`config.mk`:
```
export PLATFORM = sky130hd
export DESIGN_NAME = lru_key_tracker
export DESIGN_NICKNAME = d
export VERILOG_FILES = /design/src/lru_kt_pkg.sv /design/src/lru_kt_ctrl.sv /design/src/lru_kt_dpath.sv /design/src/lru_key_tracker.sv
export SDC_FILE = /design/constraint.sdc
export NUM_CORES = 1
export LEC_CHECK = 0
export BUFFER_PORTS_ARGS = -buffer_cell sky130_fd_sc_hd__buf_4
export CAP_MARGIN = 10
export CORE_MARGIN = 1
export CORE_UTILIZATION = 50
export CTS_CLUSTER_DIAMETER = 80
export CTS_CLUSTER_SIZE = 12
export DETAILED_ROUTE_END_ITERATION = 10
export GPL_TIMING_DRIVEN = 0
export PLACE_DENSITY = 0.62
export SETUP_SLACK_MARGIN = 0.02
export SLEW_MARGIN = 10
export SYNTH_ARGS = -nofsm -noshare
export SYNTH_HDL_FRONTEND = slang
export SYNTH_SLANG_ARGS = --single-unit
```
`constraint.sdc`:
```
create_clock -name clock -period 8.2 [get_ports clock]
set_input_delay 1.64 -clock clock [delete_from_list [all_inputs] [get_ports clock]]
set_output_delay 1.64 -clock clock [all_outputs]
set_load 0.05 [all_outputs]
```
`src/lru_kt_pkg.sv`:
```
// ---------------------------------------------------------------------------
// lru_kt_pkg
// Shared widths, codes and controller/datapath interface types for the
// LRU key tracker.
// ---------------------------------------------------------------------------
package lru_kt_pkg;

   localparam int KEY_W = 32;
   localparam int CAP_W = 5;
   localparam int OCC_W = 5;

   localparam logic [CAP_W-1:0] CAP_RESET = 5'd16;

   typedef enum logic [1:0] {
      ST_IDLE,
      ST_LOOKUP,
      ST_UPDATE
   } state_type;

   typedef enum logic [1:0] {
      OP_NONE,
      OP_HIT,
      OP_EVICT,
      OP_INSERT
   } op_type;

   typedef struct packed {
      logic   capture;
      logic   lookup;
      logic   finish;
      op_type op;
   } ctrl_cmd_type;

   typedef struct packed {
      logic hit;
      logic full;
      logic victim_found;
      logic free_found;
   } ctrl_sts_type;

endpackage

```
`src/lru_kt_ctrl.sv`:
```
// ---------------------------------------------------------------------------
// lru_kt_ctrl
// Sequencer for the LRU key tracker: capture, lookup, update, and the
// one-cycle result strobe.
// ---------------------------------------------------------------------------
module lru_kt_ctrl import lru_kt_pkg::*; (
   input  logic         clock,
   input  logic         reset,
   input  logic         start,
   output logic         busy,
   input  ctrl_sts_type sts,
   output ctrl_cmd_type cmd,
   output logic         rsp_valid
);

   state_type state_ff, state_in;
   logic      rsp_valid_ff, rsp_valid_in;

   always_ff @(posedge clock) begin
      if (reset) begin
         state_ff     <= ST_IDLE;
         rsp_valid_ff <= 1'b0;
      end else begin
         state_ff     <= state_in;
         rsp_valid_ff <= rsp_valid_in;
      end
   end

   always_comb begin
      state_in     = state_ff;
      rsp_valid_in = 1'b0;
      cmd          = '{capture: 1'b0, lookup: 1'b0, finish: 1'b0, op: OP_NONE};
      case (state_ff)
         ST_IDLE: begin
            if (start) begin
               cmd.capture = 1'b1;
               state_in    = ST_LOOKUP;
            end
         end
         ST_LOOKUP: begin
            cmd.lookup = 1'b1;
            state_in   = ST_UPDATE;
         end
         ST_UPDATE: begin
            cmd.finish = 1'b1;
            if (sts.hit) begin
               cmd.op = OP_HIT;
            end else if (sts.full) begin
               cmd.op = sts.victim_found ? OP_EVICT : OP_NONE;
            end else begin
               cmd.op = sts.free_found ? OP_INSERT : OP_NONE;
            end
            rsp_valid_in = 1'b1;
            state_in     = ST_IDLE;
         end
         default: begin
            state_in = ST_IDLE;
         end
      endcase
   end

   assign busy      = (state_ff != ST_IDLE);
   assign rsp_valid = rsp_valid_ff;

endmodule

```
`src/lru_kt_dpath.sv`:
```
// ---------------------------------------------------------------------------
// lru_kt_dpath
// Key store, recency ranks, occupancy and capacity register, with the
// parallel match and the registered result.
// ---------------------------------------------------------------------------
module lru_kt_dpath import lru_kt_pkg::*; #(
   parameter int MAX_ENTRIES = 16
) (
   input  logic             clock,
   input  logic             reset,
   input  logic [KEY_W-1:0] req_key,
   input  logic             csr_valid,
   input  logic [CAP_W-1:0] csr_wdata,
   input  ctrl_cmd_type     cmd,
   output ctrl_sts_type     sts,
   output logic             rsp_hit,
   output logic             rsp_evicted_valid,
   output logic [KEY_W-1:0] rsp_evicted_key,
   output logic [OCC_W-1:0] rsp_occupancy
);

   localparam int IDX_W = (MAX_ENTRIES > 1) ? $clog2(MAX_ENTRIES) : 1;
   localparam int RANK_W = IDX_W;
   localparam int CNT_W = $clog2(MAX_ENTRIES + 1);
   localparam int CMP_W = (CNT_W > CAP_W) ? CNT_W : CAP_W;

   logic [KEY_W-1:0]  key_ff;
   logic [CAP_W-1:0]  cap_ff;
   logic [CNT_W-1:0]  count_ff, count_in;
   logic              valid_ff [MAX_ENTRIES];
   logic              valid_in [MAX_ENTRIES];
   logic [KEY_W-1:0]  keys_ff  [MAX_ENTRIES];
   logic [KEY_W-1:0]  keys_in  [MAX_ENTRIES];
   logic [RANK_W-1:0] rank_ff  [MAX_ENTRIES];
   logic [RANK_W-1:0] rank_in  [MAX_ENTRIES];

   logic              hit_ff, full_ff, victim_found_ff, free_found_ff;
   logic [IDX_W-1:0]  hit_idx_ff, victim_idx_ff, free_idx_ff;
   logic [RANK_W-1:0] hit_rank_ff;

   logic              rsp_hit_ff, rsp_hit_in;
   logic              rsp_ev_valid_ff, rsp_ev_valid_in;
   logic [KEY_W-1:0]  rsp_ev_key_ff, rsp_ev_key_in;
   logic [OCC_W-1:0]  rsp_occ_ff, rsp_occ_in;

   logic              hit_c, victim_found_c, free_found_c, full_c;
   logic [IDX_W-1:0]  hit_idx_c, victim_idx_c, free_idx_c;
   logic [RANK_W-1:0] last_rank;
   logic [CMP_W-1:0]  cap_ext, eff_cap, count_ext, occ_ext;

   logic [IDX_W-1:0]  tgt;
   logic [RANK_W-1:0] limit;
   logic              use_limit;

   // Ranks stay dense over the valid entries, so the oldest holds count-1.
   assign last_rank = RANK_W'(count_ff - CNT_W'(1));

   always_comb begin
      hit_c          = 1'b0;
      victim_found_c = 1'b0;
      free_found_c   = 1'b0;
      hit_idx_c      = '0;
      victim_idx_c   = '0;
      free_idx_c     = '0;
      // scan downward so the lowest matching slot wins
      for (int i = MAX_ENTRIES - 1; i >= 0; i--) begin
         if (valid_ff[i] && keys_ff[i] == key_ff) begin
            hit_c     = 1'b1;
            hit_idx_c = IDX_W'(i);
         end
         if (valid_ff[i] && rank_ff[i] == last_rank) begin
            victim_found_c = 1'b1;
            victim_idx_c   = IDX_W'(i);
         end
         if (!valid_ff[i]) begin
            free_found_c = 1'b1;
            free_idx_c   = IDX_W'(i);
         end
      end
   end

   // Clamp the capacity register to 1..MAX_ENTRIES.
   always_comb begin
      cap_ext   = CMP_W'(cap_ff);
      count_ext = CMP_W'(count_ff);
      if (cap_ext == '0) begin
         eff_cap = CMP_W'(1);
      end else if (cap_ext > CMP_W'(MAX_ENTRIES)) begin
         eff_cap = CMP_W'(MAX_ENTRIES);
      end else begin
         eff_cap = cap_ext;
      end
      full_c = (count_ext >= eff_cap);
   end

   always_comb begin
      tgt       = '0;
      limit     = '0;
      use_limit = 1'b0;
      case (cmd.op)
         OP_HIT: begin
            tgt       = hit_idx_ff;
            limit     = hit_rank_ff;
            use_limit = 1'b1;
         end
         OP_EVICT:  tgt = victim_idx_ff;
         OP_INSERT: tgt = free_idx_ff;
         default:   tgt = '0;
      endcase

      valid_in = valid_ff;
      keys_in  = keys_ff;
      rank_in  = rank_ff;
      count_in = count_ff;

      if (cmd.op != OP_NONE) begin
         // age everything newer than the touched slot
         for (int j = 0; j < MAX_ENTRIES; j++) begin
            if (valid_ff[j] && IDX_W'(j) != tgt && (!use_limit || rank_ff[j] < limit)) begin
               rank_in[j] = rank_ff[j] + RANK_W'(1);
            end
         end
         rank_in[tgt] = '0;
      end
      if (cmd.op == OP_EVICT || cmd.op == OP_INSERT) begin
         keys_in[tgt] = key_ff;
      end
      if (cmd.op == OP_INSERT) begin
         valid_in[tgt] = 1'b1;
         count_in      = count_ff + CNT_W'(1);
      end

      rsp_hit_in      = (cmd.op == OP_HIT);
      rsp_ev_valid_in = (cmd.op == OP_EVICT);
      rsp_ev_key_in   = (cmd.op == OP_EVICT) ? keys_ff[victim_idx_ff] : '0;
      occ_ext         = CMP_W'(count_in);
      rsp_occ_in      = occ_ext[OCC_W-1:0];
   end

   always_ff @(posedge clock) begin
      if (reset) begin
         cap_ff   <= CAP_RESET;
         count_ff <= '0;
         for (int i = 0; i < MAX_ENTRIES; i++) begin
            valid_ff[i] <= 1'b0;
         end
      end else begin
         if (csr_valid) begin
            cap_ff <= csr_wdata;
         end
         if (cmd.finish) begin
            count_ff <= count_in;
            valid_ff <= valid_in;
         end
      end
   end

   always_ff @(posedge clock) begin
      if (cmd.capture) begin
         key_ff <= req_key;
      end
      if (cmd.lookup) begin
         hit_ff          <= hit_c;
         full_ff         <= full_c;
         victim_found_ff <= victim_found_c;
         free_found_ff   <= free_found_c;
         hit_idx_ff      <= hit_idx_c;
         victim_idx_ff   <= victim_idx_c;
         free_idx_ff     <= free_idx_c;
         hit_rank_ff     <= rank_ff[hit_idx_c];
      end
      if (cmd.finish) begin
         keys_ff         <= keys_in;
         rank_ff         <= rank_in;
         rsp_hit_ff      <= rsp_hit_in;
         rsp_ev_valid_ff <= rsp_ev_valid_in;
         rsp_ev_key_ff   <= rsp_ev_key_in;
         rsp_occ_ff      <= rsp_occ_in;
      end
   end

   assign sts = '{hit: hit_ff, full: full_ff, victim_found: victim_found_ff,
                  free_found: free_found_ff};

   assign rsp_hit           = rsp_hit_ff;
   assign rsp_evicted_valid = rsp_ev_valid_ff;
   assign rsp_evicted_key   = rsp_ev_key_ff;
   assign rsp_occupancy     = rsp_occ_ff;

endmodule

```
`src/lru_key_tracker.sv`:
```
// The result strobe rsp_valid is registered after the lookup and update states.
// Each key passes capture, parallel match and rank/key update before the next.
// busy is high in the lookup and update states; results cannot be stalled.
// Reset (synchronous, active high) clears all entries, occupancy and the
// sequencer, and sets the capacity to 16.
// ---------------------------------------------------------------------------
// lru_key_tracker
// Fully associative least-recently-used key store with eviction reporting.
// ---------------------------------------------------------------------------
module lru_key_tracker import lru_kt_pkg::*; #(
   parameter int MAX_ENTRIES = 16
) (
   input  logic             clock,
   input  logic             reset,
   input  logic             start,
   output logic             busy,
   input  logic [KEY_W-1:0] req_key,
   output logic             rsp_valid,
   output logic             rsp_hit,
   output logic             rsp_evicted_valid,
   output logic [KEY_W-1:0] rsp_evicted_key,
   output logic [OCC_W-1:0] rsp_occupancy,
   input  logic             csr_valid,
   output logic             csr_ready,
   input  logic [CAP_W-1:0] csr_wdata
);

   ctrl_cmd_type cmd;
   ctrl_sts_type sts;

   assign csr_ready = 1'b1;

   lru_kt_ctrl u_ctrl (
      .clock     (clock),
      .reset     (reset),
      .start     (start),
      .busy      (busy),
      .sts       (sts),
      .cmd       (cmd),
      .rsp_valid (rsp_valid)
   );

   lru_kt_dpath #(
      .MAX_ENTRIES (MAX_ENTRIES)
   ) u_dpath (
      .clock             (clock),
      .reset             (reset),
      .req_key           (req_key),
      .csr_valid         (csr_valid),
      .csr_wdata         (csr_wdata),
      .cmd               (cmd),
      .sts               (sts),
      .rsp_hit           (rsp_hit),
      .rsp_evicted_valid (rsp_evicted_valid),
      .rsp_evicted_key   (rsp_evicted_key),
      .rsp_occupancy     (rsp_occupancy)
   );

endmodule

```
==> results.md <==
- End of the critical path: u_dpath.hit_rank_ff[0]
- Reg2Reg Depth: 14
- Sequential share of the synthesized area: 0.540
- Worst hold path class: flop to flop
- Leakage: 14.2 nW
- Core area: approximately 75000 µm²
- Reg-to-reg endpoint: u_dpath.hit_rank_ff[0]
- CP Class: flop to flop
- Sequential share of power: 0.522
- Via count of the routed design: 27569
- Post-DP HPWL: 121 mm
- Clk_skew: 0.0229 ns
- Syn_nets: 3004
- Placed instance count: 4005
- Period Utilization, post-route: 0.720
- Vias in the first global route: 26606
- Post-Syn Area: roughly 38000 µm²
- Switching share of power: 0.257
- Peak VDD IR: approximately 230 µV
- Drt drc: 0
- CTS sink count: 696
- Ys flop type: edfxtp_1
- Beginning of the critical path: u_dpath.key_ff[20]
- Drt total wl: 150 mm
- Cells along the critical path: buf_2 -> buf_4 -> xor2_1 -> nor4_1 -> nand4_1 -> nor4_1 -> nand2_1 -> a31oi_4 -> nor2_8 -> buf_12 -> mux2i_1 -> a221o_1 -> o211ai_1 -> nand3_1
- Die W: 278 µm
- CP arrival: 6.26 ns
- Filler cell count in the final layout: 6014
- DIE AREA: 77500 µm²
- Syn. warnings: 0
- Clk pwr share: 0.386
- R2r setup slk: 2.29 ns
- Post-synthesis register bit count: 696
- Rel. slew slack: 0.199
- Port bufs: 80
- Unrepaired setup endpoints after global routing: false
- Worst-path clk slew: 0.06 ns
- Status: complete, no violations
- Area growth syn-to-layout: 11.8%
- Ports: 83
- Leading area contributor after synthesis: edfxtp_1
- P_int: between 5 and 6 mW
- Htree depth: 3
- Top achievable clock speed: 169 MHz
- Share of the synthesized area in the top cell type: 0.525
- Async set or reset register ratio after synthesis: 0
- TritonCTS buffer count: 70
- Syn avg cell area: roughly 13 µm²
- Cells after synthesis: 2892
- Number of synthesized flops with an enable pin: approximately 670
- Clk Latency, worst-skew pair: 0.63 ns
- Antenna viol nets, final: 0
- Final setup viols: 0
- Final Hold Vio Count: 0
- Cts hold-fix bufs: 0
- Clock tree root buffer cell: clkbuf_16
- Worst-margin pin slew: 1.20 ns
- Placed cell area: 40700 µm²
- Share of layout cells above drive strength 1: 0.151
- Maximum number of pins on one net before global-route repair: 41
- Post-route cell area: 42700 µm²
- Hold_ws: between 0.5 and 0.6 ns
- Initial core utilization: 0.509
- NetSw: approximately 2 mW
- Crit end category: flop
- Top cell by count, worst path: nor4_1
- Setup Fix Bufs, Post-CTS: 0
- GRT Total Usage: 0.386
- CP startpoint kind: flop
- Clk buf depth: 3
- Slowest stage cell, crit path: nor4_1
- Logic pwr share: 0.092
- Yosys cell types: between 60 and 70
- CP required: 8.55 ns
- Final min period: a little under 6 ns
- Resized cells post-CTS: 0
- CTS tree: done
- Critical Path Max Stage Delay: roughly 0.86 ns
- Initial antenna violation count: 1
- Top-count cell post-synth: edfxtp_1
- FP Rows: 100
- Largest cells by area after synthesis: edfxtp_1 (52%), xor2_1 (10%), mux4_2 (7.6%)
- Max cap viols: 0
- Avg WL per Cell: 36.5 µm
- Vias/cell: 6.72
- Total iterations of the first detailed-routing run: 7
- Final Non-Filler Cells: 4101
- Global route total overflow: 0
- DRT iter0 DRCs: 3544
- Crit path max fanout: 17
- Final net count: 3220
- Reg-to-Reg Start: u_dpath.key_ff[20]
- Final slew viol count: 0
- Total power: ~7.7 mW
- Placer Congestion: 1.08
- Fin Setup TNS: 0 ns
- Top cells by count, synth: edfxtp_1 (667), xor2_1 (448), xnor2_1 (173), nor4_1 (171), nand2_1 (148)
- DIE HEIGHT: around 280 µm
- Power Density: about 180 nW/µm²
- First-pass GRT wire length: a little over 200 mm
- Antenna diode count: 0
-- cell usage in the layout, fill, tap and decap left out, types with 29 or more instances in the layout --
cell type,count
mux2i_1,72
nand2b_1,41
a211oi_1,66
edfxtp_1,667
nor3_1,57
buf_6,45
nor4_1,171
o21a_1,32
nand2_1,147
clkbuf_1,78
nand3_1,48
dfxtp_1,29
buf_4,139
xor2_1,447
nor2_1,126
ha_1,71
xnor2_1,173
a21oi_1,41
and2_1,46
buf_2,32
nand4_1,80
o21ai_0,32
clkbuf_16,70
mux4_2,128
-- power by group through the flow --
stage                     clock network, mW  logic, mW  registers [mW]
after global placement                    0      0.663            4.09
final                                  2.97      0.704            4.02
after detailed placement                  0      0.671            4.09
after global routing                   3.11      0.714            4.02
after floorplan                           0      0.373            4.06
after CTS                              2.99      0.674            4.02
-- final cells by class --
class	instances	area, µm²	share of cell area
plain buffers	159	903	0.0212
well taps	969	1210	0.0284
flip-flops and latches	696	20600	0.483
clock buffers	85	1820	0.0426
repair buffers	144	1210	0.0284
multi-input cells	2013	16700	0.391
inverters	24	90.1	0.00211
clock inverters	11	141	0.00331
-- worst max-delay path, delay by kind of cell, from the launching register on --
kind,cells,cell delay [ns]
AND/OR/NAND/NOR,6,2.21
multiplexers,1,0.11
buffers and inverters,3,0.89
XOR/XNOR,1,0.21
flip-flops,1,0.82
AO/OA/AOI/OAI,3,1.35
-- routing by layer --
metal	GRT usage	wire (µm)	vias to the layer above
met3	0.108	16300	304
met5	0	0	-
met1	0.516	59500	13943
met2	0.600	67500	1841
met4	0.143	6330	0
li1	-	-	11481
-- sequential cells by signal, summed over array words and instances, names as in the netlist --
register                   flops
u_ctrl.state_ff                2
u_dpath.cap_ext                5
u_dpath.full_ff                1
u_dpath.victim_idx_ff          4
u_dpath.rsp_evicted_valid      1
u_dpath.rsp_evicted_key       32
u_dpath.hit_rank_ff            4
u_dpath.hit_idx_ff             4
u_dpath.victim_found_ff        1
u_dpath.hit_ff                 1
u_dpath.free_found_ff          1
u_ctrl.rsp_valid               1
u_dpath.rank_ff               64
u_dpath.key_ff                32
u_dpath.count_ext              5
u_dpath.free_idx_ff            4
u_dpath.rsp_occupancy          5
u_dpath.keys_ff              512
u_dpath.rsp_hit                1
u_dpath.valid_ff              16
-- worst min path at each step --
stage                                   from                 end  slack [ns]  depth (start not counted)
after floorplan           u_dpath.cap_ext[0]  u_dpath.cap_ext[0]        0.46                          2
after global placement    u_dpath.cap_ext[0]  u_dpath.cap_ext[0]        0.49                          2
after detailed placement  u_dpath.cap_ext[0]  u_dpath.cap_ext[0]        0.51                          2
after CTS                 u_dpath.cap_ext[0]  u_dpath.cap_ext[0]        0.53                          2
after global routing      u_dpath.cap_ext[0]  u_dpath.cap_ext[0]        0.57                          2
final                     u_dpath.cap_ext[0]  u_dpath.cap_ext[0]        0.53                          2
-- logic make-up after synthesis --
logic type | count (synthesis) | share of synthesized area
AND/OR/NAND/NOR | 849 | 0.123
flip-flops | 696 | 0.540
XOR/XNOR | 622 | 0.143
AO/OA/AOI/OAI | 270 | 0.0501
multiplexers | 200 | 0.0944
buffers and inverters | 183 | 0.0260
adder cells (fa/ha/maj) | 71 | 0.0233
other | 1 | 0.0000982
-- stage by stage --
| step | setup WS [ns] | util |
|---|---|---|
| after floorplan | 2.45 | - |
| after global placement | -1.26 | 0.534 |
| after detailed placement | 2.71 | 0.543 |
| after CTS | 2.68 | 0.569 |
| after global routing | 2.54 | 0.569 |
| final | 2.29 | 0.569 |
(Power assumes the default switching activity.)
